===== config.mk =====
export PLATFORM = sky130hd
export DESIGN_NAME = hourly_energy_history_bars_core
export DESIGN_NICKNAME = d
export VERILOG_FILES = /design/src/rtl/core/heb_pkg.sv /design/src/rtl/core/heb_ram.sv /design/src/rtl/core/heb_div.sv /design/src/rtl/core/hourly_energy_history_bars_core.sv
export SDC_FILE = /design/constraint.sdc
export NUM_CORES = 1
export LEC_CHECK = 0
export CAP_MARGIN = 5
export CORE_UTILIZATION = 50
export DETAILED_ROUTE_END_ITERATION = 10
export DONT_BUFFER_PORTS = 1
export GPL_TIMING_DRIVEN = 0
export SLEW_MARGIN = 15
export SYNTH_ARGS = -nofsm -noshare
export SYNTH_HDL_FRONTEND = slang
export SYNTH_SLANG_ARGS = --single-unit

===== constraint.sdc =====
create_clock -name clk_i -period 7.13 [get_ports clk_i]
set_clock_uncertainty 0.2 [all_clocks]
set_input_delay 1.426 -clock clk_i [delete_from_list [all_inputs] [get_ports clk_i]]
set_output_delay 1.426 -clock clk_i [all_outputs]
set_load 0.02 [all_outputs]

===== src/rtl/core/heb_pkg.sv =====
`default_nettype none
// ----------------------------------------------------------------------------
// heb_pkg
// Shared widths, codes and reset values for the hourly energy bar graph core.
// ----------------------------------------------------------------------------
package heb_pkg;

  localparam int unsigned NUM_BARS_DEF = 24;

  localparam int unsigned HOUR_W    = 5;
  localparam int unsigned READING_W = 30;
  localparam int unsigned ENTRY_W   = 16;
  localparam int unsigned VALUE_W   = 7;
  localparam int unsigned IDX_W     = 5;
  localparam int unsigned TOTAL_W   = 21;
  localparam int unsigned PROD_W    = ENTRY_W + VALUE_W;

  localparam int unsigned IN_TDATA_W  = 40;
  localparam int unsigned OUT_TDATA_W = 56;

  localparam int unsigned CFG_IDX_W  = 1;
  localparam int unsigned CFG_DATA_W = 16;

  localparam logic [ENTRY_W-1:0] MAX_WH_RST     = 16'd50000;
  localparam logic [VALUE_W-1:0] BAR_HEIGHT_RST = 7'd64;
  localparam logic [TOTAL_W-1:0] TOTAL_MAX      = 21'h1FFFFF;

  typedef enum logic {
    OP_STORE = 1'b0,
    OP_GRAPH = 1'b1
  } opcode_e;

  typedef enum logic [CFG_IDX_W-1:0] {
    CFG_MAX_WH = 1'b0,
    CFG_BAR_H  = 1'b1
  } cfg_idx_e;

  typedef struct packed {
    logic busy;
    logic done;
  } div_stat_t;

endpackage

`default_nettype wire


===== src/rtl/core/heb_ram.sv =====
`default_nettype none
// ----------------------------------------------------------------------------
// heb_ram
// Generic single-write, single-read RAM with registered read data.
// ----------------------------------------------------------------------------
module heb_ram #(
  parameter int unsigned WIDTH = heb_pkg::ENTRY_W,
  parameter int unsigned DEPTH = heb_pkg::NUM_BARS_DEF
) (
  input  wire logic                     clk_i,
  input  wire logic                     we_i,
  input  wire logic [$clog2(DEPTH)-1:0] waddr_i,
  input  wire logic [WIDTH-1:0]         wdata_i,
  input  wire logic                     re_i,
  input  wire logic [$clog2(DEPTH)-1:0] raddr_i,
  output logic      [WIDTH-1:0]         rdata_o
);

  logic [WIDTH-1:0] mem_q [DEPTH];

  always_ff @(posedge clk_i) begin
    if (we_i) begin
      mem_q[waddr_i] <= wdata_i;
    end
    if (re_i) begin
      rdata_o <= mem_q[raddr_i];
    end
  end

endmodule

`default_nettype wire


===== src/rtl/core/heb_div.sv =====
`default_nettype none
// ----------------------------------------------------------------------------
// heb_div
// Restoring divider, one quotient bit per cycle. The quotient must fit in
// VALUE_W bits (dividend < divisor << VALUE_W).
// ----------------------------------------------------------------------------
module heb_div (
  input  wire logic                          clk_i,
  input  wire logic                          rst_ni,
  input  wire logic                          start_i,
  input  wire logic [heb_pkg::PROD_W-1:0]    dividend_i,
  input  wire logic [heb_pkg::ENTRY_W-1:0]   divisor_i,
  output heb_pkg::div_stat_t                 stat_o,
  output logic      [heb_pkg::VALUE_W-1:0]   quot_o
);

  localparam int unsigned EW = heb_pkg::ENTRY_W;
  localparam int unsigned QW = heb_pkg::VALUE_W;
  localparam int unsigned CW = $clog2(QW);

  logic [EW-1:0] rem_q, rem_d;
  logic [QW-1:0] low_q, low_d;
  logic [EW-1:0] div_q;
  logic [CW-1:0] cnt_q;
  logic          busy_q;
  logic          done_q;
  logic [EW:0]   trial;
  logic [EW:0]   diff;
  logic          qbit;

  always_comb begin
    trial = {rem_q, low_q[QW-1]};
    diff  = trial - {1'b0, div_q};
    qbit  = (trial >= {1'b0, div_q});
    rem_d = qbit ? diff[EW-1:0] : trial[EW-1:0];
    low_d = {low_q[QW-2:0], qbit};
  end

  always_ff @(posedge clk_i or negedge rst_ni) begin
    if (!rst_ni) begin
      busy_q <= 1'b0;
      done_q <= 1'b0;
      cnt_q  <= '0;
    end else begin
      done_q <= 1'b0;
      if (start_i) begin
        busy_q <= 1'b1;
        cnt_q  <= '0;
      end else if (busy_q) begin
        cnt_q <= cnt_q + CW'(1);
        if (cnt_q == CW'(QW - 1)) begin
          busy_q <= 1'b0;
          done_q <= 1'b1;
        end
      end
    end
  end

  always_ff @(posedge clk_i) begin
    if (start_i) begin
      rem_q <= dividend_i[heb_pkg::PROD_W-1:QW];
      low_q <= dividend_i[QW-1:0];
      div_q <= divisor_i;
    end else if (busy_q) begin
      rem_q <= rem_d;
      low_q <= low_d;
    end
  end

  assign stat_o.busy = busy_q;
  assign stat_o.done = done_q;
  assign quot_o      = low_q;

endmodule

`default_nettype wire


===== src/rtl/core/hourly_energy_history_bars_core.sv =====
`default_nettype none
// ----------------------------------------------------------------------------
// hourly_energy_history_bars_core
// Hourly energy history with bar graph readout.
// ----------------------------------------------------------------------------
// Store items (tuser 0) with a nonzero reading update the current-hour entry.
// A graph item (tuser 1) emits NUM_BARS items, oldest bar first. It first
// scans the history RAM once for peak and total, then for each bar does one
// RAM read, one multiply by the bar height and a bit-serial divide by the
// peak. No new item is accepted until the last bar of a graph item has been
// loaded into the output register. The history lives in a ring buffer;
// entries never written read as zero through per-entry valid flags, so no
// clearing pass follows reset.
// ----------------------------------------------------------------------------
module hourly_energy_history_bars_core #(
  parameter int unsigned NUM_BARS = heb_pkg::NUM_BARS_DEF
) (
  input  wire logic                                clk_i,
  input  wire logic                                rst_ni,
  input  wire logic                                cfg_we_i,
  input  wire logic [heb_pkg::CFG_IDX_W-1:0]       cfg_idx_i,
  input  wire logic [heb_pkg::CFG_DATA_W-1:0]      cfg_wdata_i,
  input  wire logic                                s_axis_tvalid,
  output logic                                     s_axis_tready,
  // [4:0] hour, [34:5] reading
  input  wire logic [heb_pkg::IN_TDATA_W-1:0]      s_axis_tdata,
  // [0] opcode
  input  wire logic                                s_axis_tuser,
  output logic                                     m_axis_tvalid,
  input  wire logic                                m_axis_tready,
  // [4:0] bar_index, [11:5] bar_value, [27:12] peak_wh, [48:28] total_wh
  output logic      [heb_pkg::OUT_TDATA_W-1:0]     m_axis_tdata,
  output logic                                     m_axis_tlast
);

  localparam int unsigned AW  = $clog2(NUM_BARS);
  localparam int unsigned XW  = (AW > heb_pkg::IDX_W) ? AW : heb_pkg::IDX_W;
  localparam int unsigned EW  = heb_pkg::ENTRY_W;
  localparam int unsigned RW  = heb_pkg::READING_W;
  localparam int unsigned HW  = heb_pkg::HOUR_W;
  localparam int unsigned VW  = heb_pkg::VALUE_W;
  localparam int unsigned TW  = heb_pkg::TOTAL_W;
  localparam int unsigned PW  = heb_pkg::PROD_W;
  localparam int unsigned OPAD = heb_pkg::OUT_TDATA_W - heb_pkg::IDX_W - VW - EW - TW;
  localparam logic [AW-1:0] LAST = AW'(NUM_BARS - 1);

  localparam logic [2:0] ST_IDLE  = 3'd0;
  localparam logic [2:0] ST_SCAN  = 3'd1;
  localparam logic [2:0] ST_SCANE = 3'd2;
  localparam logic [2:0] ST_RD    = 3'd3;
  localparam logic [2:0] ST_MUL   = 3'd4;
  localparam logic [2:0] ST_DIVS  = 3'd5;
  localparam logic [2:0] ST_DIVW  = 3'd6;
  localparam logic [2:0] ST_PUSH  = 3'd7;

  logic [2:0]          state_q, state_d;
  logic [EW-1:0]       max_wh_q;
  logic [VW-1:0]       bar_h_q;
  logic [AW-1:0]       head_q;
  logic [HW-1:0]       prev_hour_q;
  logic                prev_valid_q;
  logic [RW-1:0]       start_q;
  logic [RW-1:0]       last_q;
  logic                new_hour_q;
  logic                ready_q;
  logic [NUM_BARS-1:0] valid_q;

  logic [AW-1:0]       ptr_q;
  logic [AW-1:0]       cnt_q;
  logic                pend_q;
  logic                rd_vld_q;
  logic [EW-1:0]       peak_q;
  logic [TW-1:0]       total_q;
  logic [PW-1:0]       prod_q;

  logic                          out_vld_q;
  logic                          out_last_q;
  logic [heb_pkg::IDX_W-1:0]     out_idx_q;
  logic [VW-1:0]                 out_val_q;
  logic [EW-1:0]                 out_peak_q;
  logic [TW-1:0]                 out_total_q;

  logic                in_acc;
  logic                store_go;
  logic                graph_go;
  logic [HW-1:0]       in_hour;
  logic [RW-1:0]       in_rd;
  logic                hour_chg;
  logic                nh;
  logic [AW-1:0]       head_dec;
  logic [AW-1:0]       head_sel;
  logic [AW-1:0]       ptr_dec;
  logic [RW-1:0]       delta;
  logic                bad;
  logic                st_we;
  logic [EW-1:0]       st_wdata;
  logic                ram_re;
  logic [EW-1:0]       ram_rdata;
  logic [EW-1:0]       entry;
  logic                acc_en;
  logic [TW:0]         sum;
  logic                out_free;
  logic [XW-1:0]       cnt_x;
  logic                div_start;
  heb_pkg::div_stat_t  div_stat;
  logic [VW-1:0]       quot;

  assign s_axis_tready = (state_q == ST_IDLE);
  assign in_acc   = s_axis_tvalid && s_axis_tready;
  assign in_hour  = s_axis_tdata[HW-1:0];
  assign in_rd    = s_axis_tdata[HW+RW-1:HW];
  assign store_go = in_acc && (s_axis_tuser == heb_pkg::OP_STORE) && (in_rd != '0);
  assign graph_go = in_acc && (s_axis_tuser == heb_pkg::OP_GRAPH);

  always_comb begin
    hour_chg = !prev_valid_q || (prev_hour_q != in_hour);
    head_dec = (head_q == '0) ? LAST : head_q - AW'(1);
    head_sel = hour_chg ? head_dec : head_q;
    ptr_dec  = (ptr_q == '0) ? LAST : ptr_q - AW'(1);
    nh       = hour_chg || new_hour_q;
    delta    = in_rd - start_q;
    bad      = (in_rd < last_q) || (in_rd < start_q) || (delta > RW'(max_wh_q));
    st_wdata = (nh || bad) ? '0 : delta[EW-1:0];
    st_we    = store_go && (nh || ready_q);
  end

  assign ram_re = (state_q == ST_SCAN) || (state_q == ST_RD);

  heb_ram #(
    .WIDTH (EW),
    .DEPTH (NUM_BARS)
  ) u_hist (
    .clk_i   (clk_i),
    .we_i    (st_we),
    .waddr_i (head_sel),
    .wdata_i (st_wdata),
    .re_i    (ram_re),
    .raddr_i (ptr_q),
    .rdata_o (ram_rdata)
  );

  assign entry  = rd_vld_q ? ram_rdata : '0;
  assign acc_en = ((state_q == ST_SCAN) && pend_q) || (state_q == ST_SCANE);
  assign sum    = {1'b0, total_q} + (TW + 1)'(entry);

  assign div_start = (state_q == ST_DIVS);

  heb_div u_div (
    .clk_i      (clk_i),
    .rst_ni     (rst_ni),
    .start_i    (div_start),
    .dividend_i (prod_q),
    .divisor_i  (peak_q),
    .stat_o     (div_stat),
    .quot_o     (quot)
  );

  assign out_free = !out_vld_q || m_axis_tready;
  assign cnt_x    = XW'(cnt_q);

  always_comb begin
    state_d = state_q;
    unique case (state_q)
      ST_IDLE:  if (graph_go) state_d = ST_SCAN;
      ST_SCAN:  if (ptr_q == LAST) state_d = ST_SCANE;
      ST_SCANE: state_d = ST_RD;
      ST_RD:    state_d = ST_MUL;
      ST_MUL:   state_d = ST_DIVS;
      ST_DIVS:  state_d = ST_DIVW;
      ST_DIVW:  if (div_stat.done) state_d = ST_PUSH;
      ST_PUSH: begin
        if (out_free) begin
          state_d = (cnt_q == LAST) ? ST_IDLE : ST_RD;
        end
      end
      default:  state_d = ST_IDLE;
    endcase
  end

  always_ff @(posedge clk_i or negedge rst_ni) begin
    if (!rst_ni) begin
      state_q      <= ST_IDLE;
      max_wh_q     <= heb_pkg::MAX_WH_RST;
      bar_h_q      <= heb_pkg::BAR_HEIGHT_RST;
      head_q       <= '0;
      prev_hour_q  <= '0;
      prev_valid_q <= 1'b0;
      start_q      <= '0;
      last_q       <= '0;
      new_hour_q   <= 1'b1;
      ready_q      <= 1'b0;
      valid_q      <= '0;
      ptr_q        <= '0;
      cnt_q        <= '0;
      pend_q       <= 1'b0;
      rd_vld_q     <= 1'b0;
      peak_q       <= EW'(1);
      total_q      <= '0;
      out_vld_q    <= 1'b0;
    end else begin
      state_q <= state_d;

      if (cfg_we_i) begin
        unique case (cfg_idx_i)
          heb_pkg::CFG_MAX_WH: max_wh_q <= cfg_wdata_i;
          heb_pkg::CFG_BAR_H:  bar_h_q  <= cfg_wdata_i[VW-1:0];
          default: ;
        endcase
      end

      if (store_go) begin
        if (hour_chg) begin
          head_q       <= head_dec;
          prev_hour_q  <= in_hour;
          prev_valid_q <= 1'b1;
        end
        if (nh) begin
          new_hour_q <= 1'b0;
          ready_q    <= 1'b1;
          start_q    <= in_rd;
          last_q     <= in_rd;
        end else if (ready_q) begin
          if (bad) begin
            start_q <= in_rd;
          end
          last_q <= in_rd;
        end
      end
      if (st_we) begin
        valid_q[head_sel] <= 1'b1;
      end

      if (ram_re) begin
        rd_vld_q <= valid_q[ptr_q];
      end

      if (graph_go) begin
        ptr_q   <= '0;
        pend_q  <= 1'b0;
        peak_q  <= EW'(1);
        total_q <= '0;
      end
      if (state_q == ST_SCAN) begin
        pend_q <= 1'b1;
        ptr_q  <= ptr_q + AW'(1);
      end
      if (acc_en) begin
        if (entry > peak_q) begin
          peak_q <= entry;
        end
        total_q <= (sum > (TW + 1)'(heb_pkg::TOTAL_MAX)) ? heb_pkg::TOTAL_MAX : sum[TW-1:0];
      end
      if (state_q == ST_SCANE) begin
        ptr_q <= head_dec;
        cnt_q <= '0;
      end
      if ((state_q == ST_PUSH) && out_free) begin
        ptr_q <= ptr_dec;
        cnt_q <= cnt_q + AW'(1);
      end

      if ((state_q == ST_PUSH) && out_free) begin
        out_vld_q <= 1'b1;
      end else if (m_axis_tready) begin
        out_vld_q <= 1'b0;
      end
    end
  end

  always_ff @(posedge clk_i) begin
    if (state_q == ST_MUL) begin
      prod_q <= PW'(entry) * PW'(bar_h_q);
    end
    if ((state_q == ST_PUSH) && out_free) begin
      out_idx_q   <= cnt_x[heb_pkg::IDX_W-1:0];
      out_val_q   <= quot;
      out_peak_q  <= peak_q;
      out_total_q <= ready_q ? total_q : '0;
      out_last_q  <= (cnt_q == LAST);
    end
  end

  assign m_axis_tvalid = out_vld_q;
  assign m_axis_tlast  = out_last_q;
  assign m_axis_tdata  = {{OPAD{1'b0}}, out_total_q, out_peak_q, out_val_q, out_idx_q};

`ifndef NO_ASSERTIONS
  a_idle_div: assert property (@(posedge clk_i) disable iff (!rst_ni)
    s_axis_tready |-> !div_stat.busy)
    else $error("divider busy while accepting items");

  a_peak_nz: assert property (@(posedge clk_i) disable iff (!rst_ni)
    (state_q == ST_PUSH) |-> (peak_q != '0))
    else $error("peak is zero during readout");

  a_quot_rng: assert property (@(posedge clk_i) disable iff (!rst_ni)
    div_stat.done |-> (quot <= bar_h_q))
    else $error("bar value above full scale");

  a_first_hour: assert property (@(posedge clk_i) disable iff (!rst_ni)
    !prev_valid_q |-> (new_hour_q && !ready_q))
    else $error("history ready before any hour seen");

  a_push_wait: assert property (@(posedge clk_i) disable iff (!rst_ni)
    ((state_q == ST_PUSH) && !out_free) |=> (state_q == ST_PUSH))
    else $error("bar dropped while output stalled");
`endif

endmodule

`default_nettype wire


Word level (Yosys, flattened, before mapping)
Memories as Yosys holds them, arrays and structs flattened. A register that Yosys moved wholly into a read port is not among the register bits.
Cells that the tools add are included.
- add/sub/neg operators: 8
- multipliers: 1
- order comparisons: 9
- equality and inequality tests: 15
- muxes and demuxes: 51
- bitwise logic cells: 3
- reduce and logical (&&, ||, !) cells: 38
- operator list (cell ; count):
    $mux 30 ; 5
    $mux 16 ; 8
    $mux 21 ; 3
    $lt 30x30->1 ; 2
    $mux 5 ; 9
    $gt 30x16->1 ; 1
    $reduce_bool 30->1 ; 1
    $sub 30x30->30 ; 1
    $or 24x24->24 ; 1
    $pmux 3 s8 ; 1
    $mul 16x7->23 ; 1
    $add 21x16->22 ; 1
    $gt 22x21->1 const B ; 1
    $mux 3 ; 6
    $ge 17x16->1 ; 1
    $gt 16x16->1 ; 1
    $sub 16x16->16 ; 1
    $eq 3x3->1 const B ; 5
    $mux 1 ; 14
    $mux 7 ; 2
    $reduce_bool 2->1 ; 7
    $lt 5x6->1 const B ; 2
    $add 5x1->5 const B ; 2
    $eq 5x5->1 const B ; 2
    21 further kinds ; 47
- bits in registers: 290
- memory bits (writable): 384
- bits of input ports: 63
- output and inout port bits: 59
- memories: 1
- memories (memory ; depth ; width ; rd ports ; clocked after Yosys merged registers in ; wr ports ; line ; RTL):
    u_hist.mem_q ; 24 ; 16 ; 1 ; 1 ; 1 ; heb_ram.sv:19 ; logic [WIDTH-1:0] mem_q [DEPTH];

Logic depth before layout (Yosys ltp)
Gate-level depths: netlist of the first run.
- word-level depth: 8
- gate-level depth with buffers: 21
- gate-level depth less buffers: 19

By module
Synthesis of the first run repeated with hierarchy kept, for this count alone.
- cell total of the unflattened synthesis: 2866
- area, all modules: 36147.2 µm²
- modules (own cells, without submodules) (module ; times used ; cells each ; area each (µm²) ; seq. area each (µm²)):
    hourly_energy_history_bars_core ; 1 ; 1898 ; 17998.5 ; 6532.5
    heb_ram ; 1 ; 722 ; 15416.0 ; 12011.5
    heb_div ; 1 ; 246 ; 2732.6 ; 1296.2

Worst setup path after synthesis of the first run
Ideal clock, no wire load.
- path kind: input port to flip-flop
- start: input port s_axis_tdata[5] (netlist name)
- end: memory u_hist.mem_q[0][15] (netlist name), data pin
- library setup time: 479 ps
- arrival: 6540 ps
- required time: 6451 ps
- path slack: -89 ps
- stages: 18
- buffers on the path: 0
- cell sequence: inv_1 > ha_1 > inv_1 > fa_1 > a211oi_1 > o211ai_1 > a41oi_1 > o21ai_0 > xor2_1 > ha_1 > nand4_1 > or4_1 > o31a_1 > a311oi_1 > nand4_1 > nor4_1 > nand4b_1 > nor4b_1
- longest elaborated chain between the ends: 5
- elaborated cells on any way between the ends: 8
- classes of those cells: add/sub: 1; order compare: 3; mux: 1; reduce/logical: 3
- RTL lines (element ; line ; RTL):
    from (decl) ; hourly_energy_history_bars_core.sv:26 ; input wire logic [heb_pkg::IN_TDATA_W-1:0] s_axis_tdata,
    $sub 30x30->30 / $lt 30x30->1 (equally long branches) ; hourly_energy_history_bars_core.sv:121, hourly_energy_history_bars_core.sv:122 ;
    $gt 30x16->1 / $logic_or 1x1->1 (equally long branches) ; hourly_energy_history_bars_core.sv:122 ; bad = (in_rd < last_q) || (in_rd < start_q) || (delta > RW'(max_wh_q));
    $logic_or 1x1->1 ; hourly_energy_history_bars_core.sv:122 ;
    $logic_or 1x1->1 ; hourly_energy_history_bars_core.sv:123 ; st_wdata = (nh || bad) ? '0 : delta[EW-1:0];
    $mux 16 * ; hourly_energy_history_bars_core.sv:123 ;
    net st_wdata[15] ; hourly_energy_history_bars_core.sv:96 ; logic [EW-1:0] st_wdata;
    to (decl) ; heb_ram.sv:19 ;
The timed path passes the listed nets; every way through them passes the cells marked *.

Worst setup path after layout of the first run
- start: input port s_axis_tdata[5] (netlist name)
- end: memory u_hist.mem_q[6][2] (netlist name), data pin
Same word-level chain as after synthesis.

==> results of run 1 <==
==> critical path, stage by stage <==
cell and delay (ns):
inv_1 0.06, ha_1 0.14, inv_1 0.05, fa_1 0.42, a211oi_1 0.29, o211ai_1 0.28
a41oi_1 0.41, o21ai_0 0.15, xor2_1 0.21, ha_1 0.31, nand4_1 0.16, or4_1 0.55
o31a_1 0.17, a311oi_1 0.27, nand4_1 0.18, nor4_1 0.46, nand4b_1 0.14, buf_4 0.20
clkbuf_2 0.33, nor4_4 0.58, buf_6 0.26
==> area by class of cell <==
type,count,area [um^2]
antenna,1,2.50
buffer,140,589
clock buffer,94,2080
clock inverter,46,495
fill,5765,30000
inverter,250,940
multi-input combinational,1783,14800
sequential,690,19800
tap,940,1180
timing repair buffer,59,624
==> power breakdown <==
| group | internal, mW | switching, mW | leakage, nW |
|---|---|---|---|
| Sequential | 5.05 | 0.540 | 6.80 |
| Combinational | 2.07 | 3.25 | 8.69 |
| Clock | 2.35 | 1.65 | 1.26 |
==> cell usage in the layout, fill, tap and decap left out, types with 41 or more instances in the layout <==
cell type / instances
edfxtp_1: 512
inv_1: 248
nand2_1: 245
ha_1: 171
dfrtp_1: 169
a21oi_1: 161
o21ai_0: 132
nor2_1: 122
mux4_2: 119
clkbuf_1: 110
and3_1: 92
clkbuf_16: 79
fa_1: 72
nand4_1: 63
xnor2_1: 47
mux2i_1: 43
nor3_1: 42
nand3_1: 41
==> logic make-up (layout without fill, tap and decap cells) <==
| logic type | count (synthesis) | count (layout) | synth area share (%) |
|---|---|---|---|
| other | 1 | 8 | 0.0104 |
| AND/OR/NAND/NOR | 786 | 786 | 11.1 |
| adder cells (fa/ha/maj) | 243 | 243 | 9.97 |
| XOR/XNOR | 65 | 65 | 1.59 |
| flip-flops | 690 | 690 | 55.2 |
| AO/OA/AOI/OAI | 504 | 504 | 8.69 |
| multiplexers | 178 | 178 | 9.16 |
| buffers and inverters | 390 | 589 | 4.24 |
==> layer usage <==
layer	track usage [%]	vias up	share of wire, %
met1	35.4	12094	43
met4	7.67	6	2.9
met2	43.8	715	49
met5	0	-	0.049
li1	-	10822	-
met3	3.96	160	5.3
==> stage by stage <==
step | TNS [ns] | std cells
after detailed placement | -195.21 | 3850
after global routing | 0 | 4003
after global placement | -765.40 | 3803
after floorplan | -12.82 | 2863
final | 0 | 4003
after CTS | 0 | 4001
==> how the worst max path moves through the flow <==
| stage | endpoint | cells after the start |
|---|---|---|
| detailed placement | u_hist.mem_q[17][9] | 20 |
| floorplan | u_hist.mem_q[0][15] | 18 |
| global route | u_hist.mem_q[6][2] | 21 |
| finish | u_hist.mem_q[6][2] | 21 |
| global placement | u_hist.mem_q[16][1] | 18 |
| CTS | u_hist.mem_q[21][15] | 20 |
==> flip-flops by register name (all words and copies together), names as in the netlist, 16 cells and up <==
signal          cells
peak_q             16
last_q             30
u_div.rem_q        16
total_q            21
prod_q             23
u_hist.rdata_o     16
out_peak_q         16
valid_q            24
start_q            30
u_hist.mem_q      384
u_div.div_q        16
out_total_q        21
max_wh_q           16
==> what timing repair did <==
| action | 4_1_cts | 5_1_grt |
|---|---|---|
| pin swaps | 6 | 1 |
| setup buffers | 11 | 1 |
| setup endpoints to repair | 155 | 125 |
| hold buffers | 0 | 0 |
| gates resized for setup | 1 | 1 |
==> results.json, run 1 <==
{
  "status": "complete, no violations",
  "required_ns": 7.39,
  "routed_via_density": 5.94,
  "synth.distinct_cells": 75,
  "wl_per_cell_um": 23.6,
  "die_area_um2": 72900,
  "fin_crit_sh_pct": 95.6,
  "drv_slew": 0,
  "p_per_area_nw_per_um2": 368,
  "finish.utilization_pct": 57.5,
  "drive_above_1_share_pct": 13.8,
  "synth_cells": 2857,
  "die_h_um": 270,
  "ir_drop_uv": 236,
  "ant_nets": 0,
  "r2r-end": "u_hist.mem_q[6][2]",
  "start_kind": "input pin",
  "ys_ff_latch": 690,
  "vias": 23797,
  "synth_area_leader_cell": "edfxtp_1",
  "finalHoldViolCount": 0,
  "design_area_um2": 40500,
  "synth_common_cells": "512 x edfxtp_1, 248 x inv_1, 245 x nand2_1, 171 x ha_1, 169 x dfrtp_1",
  "yosysMostFrequentCell": "edfxtp_1",
  "rr_startpoint": "start_q[1]",
  "r2r_cells": 21,
  "slew_headroom_pct": 20.1,
  "io_pins": 122,
  "dr.pass1.iters": 5,
  "rsz0062_at_grt": "no",
  "ys.warnings.count": 0,
  "clk_pin_slew_ns": 0.05,
  "drt_iter0_drc": 2158,
  "coreArea_um2": 70500,
  "crit_path_start": "s_axis_tdata[5]",
  "synth_edf_count": 512,
  "portBuffers": 0,
  "num_rows": 97,
  "grt_pass1_wl_mm": 145,
  "drc": 0,
  "syn_area_um2": 35900,
  "cts_buffers": 76,
  "syn_area_per_cell_um2": 12.6,
  "arrival_ns": 7.08,
  "hold_class": "reg -> reg",
  "grt-ovfl-total": 0,
  "placed_area_um2": 37800,
  "grt_pass1_vias": 24078,
  "place_hpwl_mm": 70.4,
  "critical_path_class": "in -> reg",
  "grt_max_degree": 179,
  "cts_tree": "built",
  "cts_root_buffer": "clkbuf_16",
  "synth_sequential_area_ratio_pct": 55.2,
  "clock-sinks": 690,
  "synthFlopType": "edfxtp_1",
  "r2r_setup_slack_ns": 0.65,
  "holdPathStages": 1,
  "htreeDepth": 3,
  "finalNetCount": 3306,
  "clkLatencyLatePin_ns": 0.64,
  "routabilityCongestion": 0.906,
  "clockBufferDepth": 3,
  "initial_core_util_pct": 50.9,
  "area.growth.synth_to_final_pct": 12.9,
  "whs_ns": 0.262,
  "min_to": "valid_q[19]",
  "synthArstFlopShare_pct": 25.8,
  "dp_slack_ns": -0.793,
  "crit_path_end_kind": "flip-flop",
  "maxCapViolCount": 0,
  "worstMarginPinSlew_ns": 1.19,
  "power_leakage_nw": 16.8,
  "min_period_ns": 6.82,
  "setup_viol": 0,
  "clock.fmax_ghz": 0.147,
  "routed_wl_mm": 94.4,
  "crit_fanout": 18,
  "track_usage_pct": 26.2,
  "die_w_um": 270,
  "synth.top_cell.area_share_pct": 42.8,
  "antenna_found_initial": 4,
  "min_from": "valid_q[19]",
  "power_mw": 14.9,
  "synthTopCellsByArea": "edfxtp_1 43%, dfrtp_1 12%, mux4_2 7.5%",
  "fin_ws_ns": 0.313
}
No activity file was read; power rests on OpenSTA's default activity.
==> inputs of run 2 (changes only) <==
--- a/config.mk
+++ b/config.mk
@@ -10,6 +10,7 @@
 export DETAILED_ROUTE_END_ITERATION = 10
 export DONT_BUFFER_PORTS = 1
 export GPL_TIMING_DRIVEN = 0
+export PLACE_DENSITY_LB_ADDON = 0.2
 export SLEW_MARGIN = 15
 export SYNTH_ARGS = -nofsm -noshare
 export SYNTH_HDL_FRONTEND = slang
==> results.json, run 2 (synthesized netlist as in run 1, its figures left out) <==
{
  "status": "complete, no violations",
  "maxCapViolCount": 0,
  "io_pins": 122,
  "start_kind": "input pin",
  "crit_buf_inv": 5,
  "crit_path_end_kind": "flip-flop",
  "routed_wl_mm": 93.2,
  "r2r_cells": 20,
  "clkLatencyLatePin_ns": 0.64,
  "nFillCells": 5656,
  "arrival_ns": 7.00,
  "cts_root_buffer": "clkbuf_16",
  "ir_drop_uv": 203,
  "critical_path_class": "in -> reg",
  "drt_iter0_drc": 2042,
  "cp.depth": 21,
  "layout_commonest_cell": "edfxtp_1",
  "clock-sinks": 690,
  "slowest_delay_ns": 0.66,
  "slew_headroom_pct": 18.4,
  "antenna_found_initial": 4,
  "p_per_area_nw_per_um2": 366,
  "portBuffers": 0,
  "crit_fanout": 11,
  "finalNetCount": 3302,
  "num_rows": 97,
  "required_ns": 7.40,
  "power_leakage_nw": 16.7,
  "critPathTopFamily": "simple AND/OR/NAND/NOR gates",
  "die_w_um": 270,
  "top_regs": "u_hist.mem_q (384), last_q (30), start_q (30)",
  "vias": 23885,
  "dr.pass1.iters": 5,
  "fin_crit_sh_pct": 94.4,
  "die_h_um": 270,
  "largest_register": "u_hist.mem_q",
  "ant_nets": 0,
  "place_hpwl_mm": 69.4,
  "slowest_stage": "nor4b_2",
  "dp_slack_ns": -0.725,
  "clk_pin_slew_ns": 0.06,
  "cts_tree": "built",
  "final_cell_mix": "512 x edfxtp_1, 248 x inv_1, 245 x nand2_1",
  "final_cells": 4000,
  "routabilityCongestion": 0.908,
  "clock.fmax_ghz": 0.149,
  "die_area_um2": 72900,
  "fin_ws_ns": 0.401,
  "dp_cells": 3855,
  "rsz0062_at_grt": "no",
  "regArea_um2": 19800,
  "routed_via_density": 5.97,
  "holdPathStages": 1,
  "power_mw": 14.8,
  "drv_slew": 0,
  "area.growth.synth_to_final_pct": 12.8,
  "grt-ovfl-total": 0,
  "whs_ns": 0.264,
  "hold_class": "reg -> reg",
  "setup_viol": 0,
  "htreeDepth": 3,
  "clockBufferDepth": 3,
  "drive_above_1_share_pct": 13.6,
  "finalHoldViolCount": 0,
  "initial_core_util_pct": 50.9,
  "grt_pass1_vias": 24117,
  "min_period_ns": 6.73,
  "grt_pass1_wl_mm": 143,
  "largest_register_ff_count": 384,
  "grt_max_degree": 179,
  "crit_chain": "inv_1 -> ha_1 -> inv_1 -> fa_1 -> a211oi_1 -> o211ai_1 -> a41oi_1 -> o21ai_0 -> xor2_1 -> ha_1 -> nand4_1 -> or4_1 -> o31a_1 -> a311oi_1 -> nand4_1 -> nor4_1 -> nand4b_1 -> buf_4 -> nor4b_2 -> buf_2 -> buf_4",
  "track_usage_pct": 25.7,
  "cts_buffers": 74,
  "coreArea_um2": 70500,
  "wl_per_cell_um": 23.3,
  "multi_input_area_um2": 14800,
  "drc": 0,
  "worstMarginPinSlew_ns": 1.21
}
==> run 2: changes by cell type in the layout (fill, tap and decap cells not counted), sizes merged <==
cell      delta
clkinvlp     +3
diode        +3
inv          +1
clkinv      -11
bufinv       +1
==> run 2: path summary, 6_finish.rpt <==
| path | start | endpoint | slack [ns] |
|---|---|---|---|
| hold reg to reg | valid_q[10] | valid_q[10] | 0.26 |
| min in group asynchronous | rst_ni | u_div.cnt_q[2] | 0.33 |
| setup reg to reg | start_q[0] | u_hist.mem_q[23][1] | 0.81 |
| setup / recovery | s_axis_tdata[5] | u_hist.mem_q[23][1] | 0.40 |
| max in group asynchronous | rst_ni | valid_q[0] | 5.93 |
| hold / removal | valid_q[10] | valid_q[10] | 0.26 |
==> run 2: metrics by stage <==
step,cell area [um^2],TNS [ns],util (%)
3_5_place_dp,37900,-158.11,53.8
4_1_cts,40500,0,57.4
2_1_floorplan,35900,-12.82,-
6_report,40500,0,57.4
5_1_grt,40500,0,57.4
3_3_place_gp,37100,-680.61,52.6
==> run 2: area by class of cell <==
type,instances,area share (%)
sequential,690,49.0
buffer,140,1.45
timing repair buffer,57,1.60
clock inverter,40,1.35
antenna,4,0.0247
clock buffer,96,4.90
tap,940,2.90
multi-input combinational,1783,36.5
inverter,250,2.32
==> run 2: routing by layer <==
layer  part of all wire (%)  up-vias  global-route usage [%]
li1                       -    10837                       -
met1                     42    12060                    34.8
met2                     49      822                    42.4
met3                    6.0      162                    3.79
met4                    2.9        4                    8.87
met5                  0.036        -                       0
==> run 2: power breakdown <==
group	leakage, nW	total (mW)	switching, mW	internal (mW)
Combinational	8.68	5.28	3.21	2.06
Sequential	6.80	5.60	0.554	5.05
Clock	1.21	3.96	1.66	2.30
Total	16.7	14.8	5.43	9.41
==> run 2: what timing repair did <==
item                       in CTS  in global routing
hold buffers                    0                  0
setup endpoints to repair      26                292
buffers inserted                1                  4
pin swaps                       3                  4
gates resized for setup         0                  4
==> run 2: worst reg2reg max path, stage by stage, from the launching register on <==
cell      delay, ns
dfrtp_1        0.43
ha_1           0.18
inv_1          0.05
fa_1           0.42
a211oi_1       0.32
o211ai_1       0.29
a41oi_1        0.42
o21ai_0        0.16
xor2_1         0.21
ha_1           0.31
nand4_1        0.15
or4_1          0.55
o31a_1         0.17
a311oi_1       0.22
nand4_1        0.15
nor4_1         0.39
nand4b_1       0.14
buf_4          0.17
nor4b_2        0.66
buf_2          0.36
buf_4          0.22
==> inputs of run 3 (changes only) <==
--- a/config.mk
+++ b/config.mk
@@ -6,6 +6,7 @@
 export NUM_CORES = 1
 export LEC_CHECK = 0
 export CAP_MARGIN = 5
+export CORE_ASPECT_RATIO = 0.7
 export CORE_UTILIZATION = 50
 export DETAILED_ROUTE_END_ITERATION = 10
 export DONT_BUFFER_PORTS = 1
==> constraint.sdc (replaced) <==
create_clock -name clk_i -period 7.8 [get_ports clk_i]
set_clock_uncertainty 0.2 [all_clocks]
set_input_delay 1.56 -clock clk_i [delete_from_list [all_inputs] [get_ports clk_i]]
set_output_delay 1.56 -clock clk_i [all_outputs]
set_load 0.02 [all_outputs]
==> results.json, run 3 (synthesized netlist as in run 1, its figures left out) <==
{
  "design_area_um2": 40300,
  "p_clk_share_pct": 24.8,
  "vias": 24429,
  "status": "complete, no violations",
  "min_to": "out_val_q[1]",
  "grt_pass1_vias": 23935,
  "cts_buffers": 67,
  "fin_crit_sh_pct": 99.0,
  "slew_headroom_pct": 10.3,
  "routed_via_density": 6.10,
  "required_ns": 8.06,
  "nFillCells": 5630,
  "drt_iter0_drc": 2563,
  "portBuffers": 0,
  "placed_area_um2": 37900,
  "routabilityCongestion": 0.924,
  "ant_nets": 0,
  "crit_chain": "inv_1 -> ha_1 -> inv_1 -> fa_1 -> a211oi_1 -> o211ai_1 -> a41oi_1 -> o21ai_0 -> xor2_1 -> ha_1 -> nand4_1 -> or4_1 -> o31a_1 -> a311oi_1 -> nand4_1 -> nor4_1 -> nand4b_1 -> nor4b_2 -> buf_4 -> buf_2 -> buf_4",
  "critical_path_class": "in -> reg",
  "grt_max_degree": 179,
  "start_kind": "input pin",
  "clock-sinks": 690,
  "clockBufferDepth": 3,
  "coreArea_um2": 70400,
  "maxCapViolCount": 0,
  "seqPwrFrac_pct": 38.0,
  "final_cell_mix": "512 x edfxtp_1, 248 x inv_1, 245 x nand2_1",
  "slowest_stage": "nor4b_2",
  "ir_drop_uv": 177,
  "drc": 0,
  "drive_above_1_share_pct": 13.4,
  "cts_tree": "built",
  "track_usage_pct": 27.0,
  "wl_per_cell_um": 24.1,
  "drv_slew": 0,
  "r2r-end": "u_hist.mem_q[8][3]",
  "rr_startpoint": "start_q[0]",
  "power_mw": 13.5,
  "initial_core_util_pct": 51.0,
  "io_pins": 122,
  "clk_pin_slew_ns": 0.07,
  "crit_buf_inv": 5,
  "die_area_um2": 72900,
  "rsz0062_at_grt": "yes",
  "worstMarginPinSlew_ns": 1.33,
  "hold_class": "reg -> reg",
  "place_hpwl_mm": 73.1,
  "slowest_delay_ns": 0.83,
  "power_leakage_nw": 16.6,
  "die_h_um": 226,
  "clkLatencyLatePin_ns": 0.64,
  "crit_path_end_kind": "flip-flop",
  "largest_register": "u_hist.mem_q",
  "min_from": "u_div.quot_o[1]",
  "critPathTopFamily": "simple AND/OR/NAND/NOR gates",
  "area.growth.synth_to_final_pct": 12.2,
  "min_period_ns": 7.72,
  "num_rows": 81,
  "p_int_mw": 8.44,
  "finalHoldViolCount": 0,
  "crit_fanout": 8,
  "largest_register_ff_count": 384,
  "r2r_setup_slack_ns": 0.60,
  "die_w_um": 322,
  "regArea_um2": 19800,
  "clock.fmax_ghz": 0.130,
  "p_switching_mw": 5.03,
  "p_comb_share_pct": 37.2,
  "cts_root_buffer": "clkbuf_16",
  "routed_wl_mm": 96.7,
  "top_regs": "u_hist.mem_q (384), last_q (30), start_q (30)",
  "layout_commonest_cell": "edfxtp_1",
  "multi_input_area_um2": 14800,
  "grt-ovfl-total": 0,
  "swShare_pct": 37.3,
  "r2r_cells": 20,
  "htreeDepth": 3,
  "finalNetCount": 3304,
  "antenna_found_initial": 5,
  "p_per_area_nw_per_um2": 334,
  "dr.pass1.iters": 6,
  "arrival_ns": 7.98,
  "grt_pass1_wl_mm": 146,
  "setup_viol": 0,
  "holdPathStages": 0
}
run 3: changes by cell type in the layout (fill, tap and decap cells not counted), sizes merged:
cell,delta
clkinvlp,-2
inv,+1
bufinv,-1
buf,+8
clkinv,-8
diode,-3
clkbuf,-2
run 3: worst max-delay path by stage:
stage | start | depth (start not counted) | endpoint
after CTS | s_axis_tdata[5] | 20 | u_hist.mem_q[11][2]
after global placement | s_axis_tdata[5] | 18 | u_hist.mem_q[2][3]
final | s_axis_tdata[5] | 21 | u_hist.mem_q[8][3]
after global routing | s_axis_tdata[5] | 21 | u_hist.mem_q[10][3]
after detailed placement | s_axis_tdata[5] | 20 | u_hist.mem_q[2][2]
after floorplan | s_axis_tdata[5] | 18 | u_hist.mem_q[0][15]
run 3: layout make-up:
| cell class | instances | area share [%] |
|---|---|---|
| repair buffers | 66 | 1.83 |
| inverters | 250 | 2.33 |
| well taps | 954 | 2.96 |
| diodes | 1 | 0.00621 |
| flip-flops and latches | 690 | 49.2 |
| multi-input cells | 1783 | 36.6 |
| clock buffers | 93 | 4.66 |
| plain buffers | 140 | 1.46 |
| clock inverters | 30 | 0.888 |
run 3: timing repair:
item | 4_1_cts | 5_1_grt
gates resized for setup | 0 | 3
buffers inserted | 0 | 13
endpoints found under the setup margin | 0 | 269
hold buffers | 0 | 0
run 3: routing by layer:
| metal | vias up | GRT usage (%) | part of all wire, % |
|---|---|---|---|
| met1 | 12250 | 40.2 | 45 |
| met4 | 4 | 6.99 | 2.2 |
| met3 | 152 | 9.89 | 12 |
| met2 | 1197 | 36.9 | 41 |
| li1 | 10826 | - | - |
| met5 | - | 0 | 0.028 |
run 3: power by group through the flow:
stage | clock network [mW] | registers [mW] | logic (mW)
floorplan | 0 | 5.00 | 3.46
global placement | 0 | 5.17 | 4.69
detailed placement | 0 | 5.18 | 4.88
CTS | 3.38 | 5.11 | 4.91
global route | 3.51 | 5.17 | 5.46
finish | 3.33 | 5.12 | 5.01
run 3: metrics by stage:
| stage | TNS [ns] | util (%) | hold slack [ns] | setup slack, ns | std cells |
|---|---|---|---|---|---|
| after floorplan | 0 | - | 0.226 | 0.447 | 2863 |
| after global placement | -729.12 | 52.7 | 0.231 | -3.49 | 3817 |
| after detailed placement | -106.80 | 53.8 | 0.241 | -0.602 | 3870 |
| after CTS | 0 | 57.0 | 0.256 | 0.0182 | 3993 |
| after global routing | -5.74 | 57.2 | 0.270 | -0.280 | 4007 |
| final | 0 | 57.2 | 0.257 | 0.0782 | 4007 |
run 3: worst register-to-register path, stage by stage, from the launching register on:
cell,delay (ns)
dfrtp_1,0.43
ha_1,0.17
inv_1,0.04
fa_1,0.43
a211oi_1,0.36
o211ai_1,0.29
a41oi_1,0.48
o21ai_0,0.18
xor2_1,0.20
ha_1,0.30
nand4_1,0.19
or4_1,0.58
o31a_1,0.23
a311oi_1,0.25
nand4_1,0.17
nor4_1,0.36
nand4b_1,0.52
nor4b_2,0.84
buf_4,0.29
buf_2,0.27
buf_4,0.22
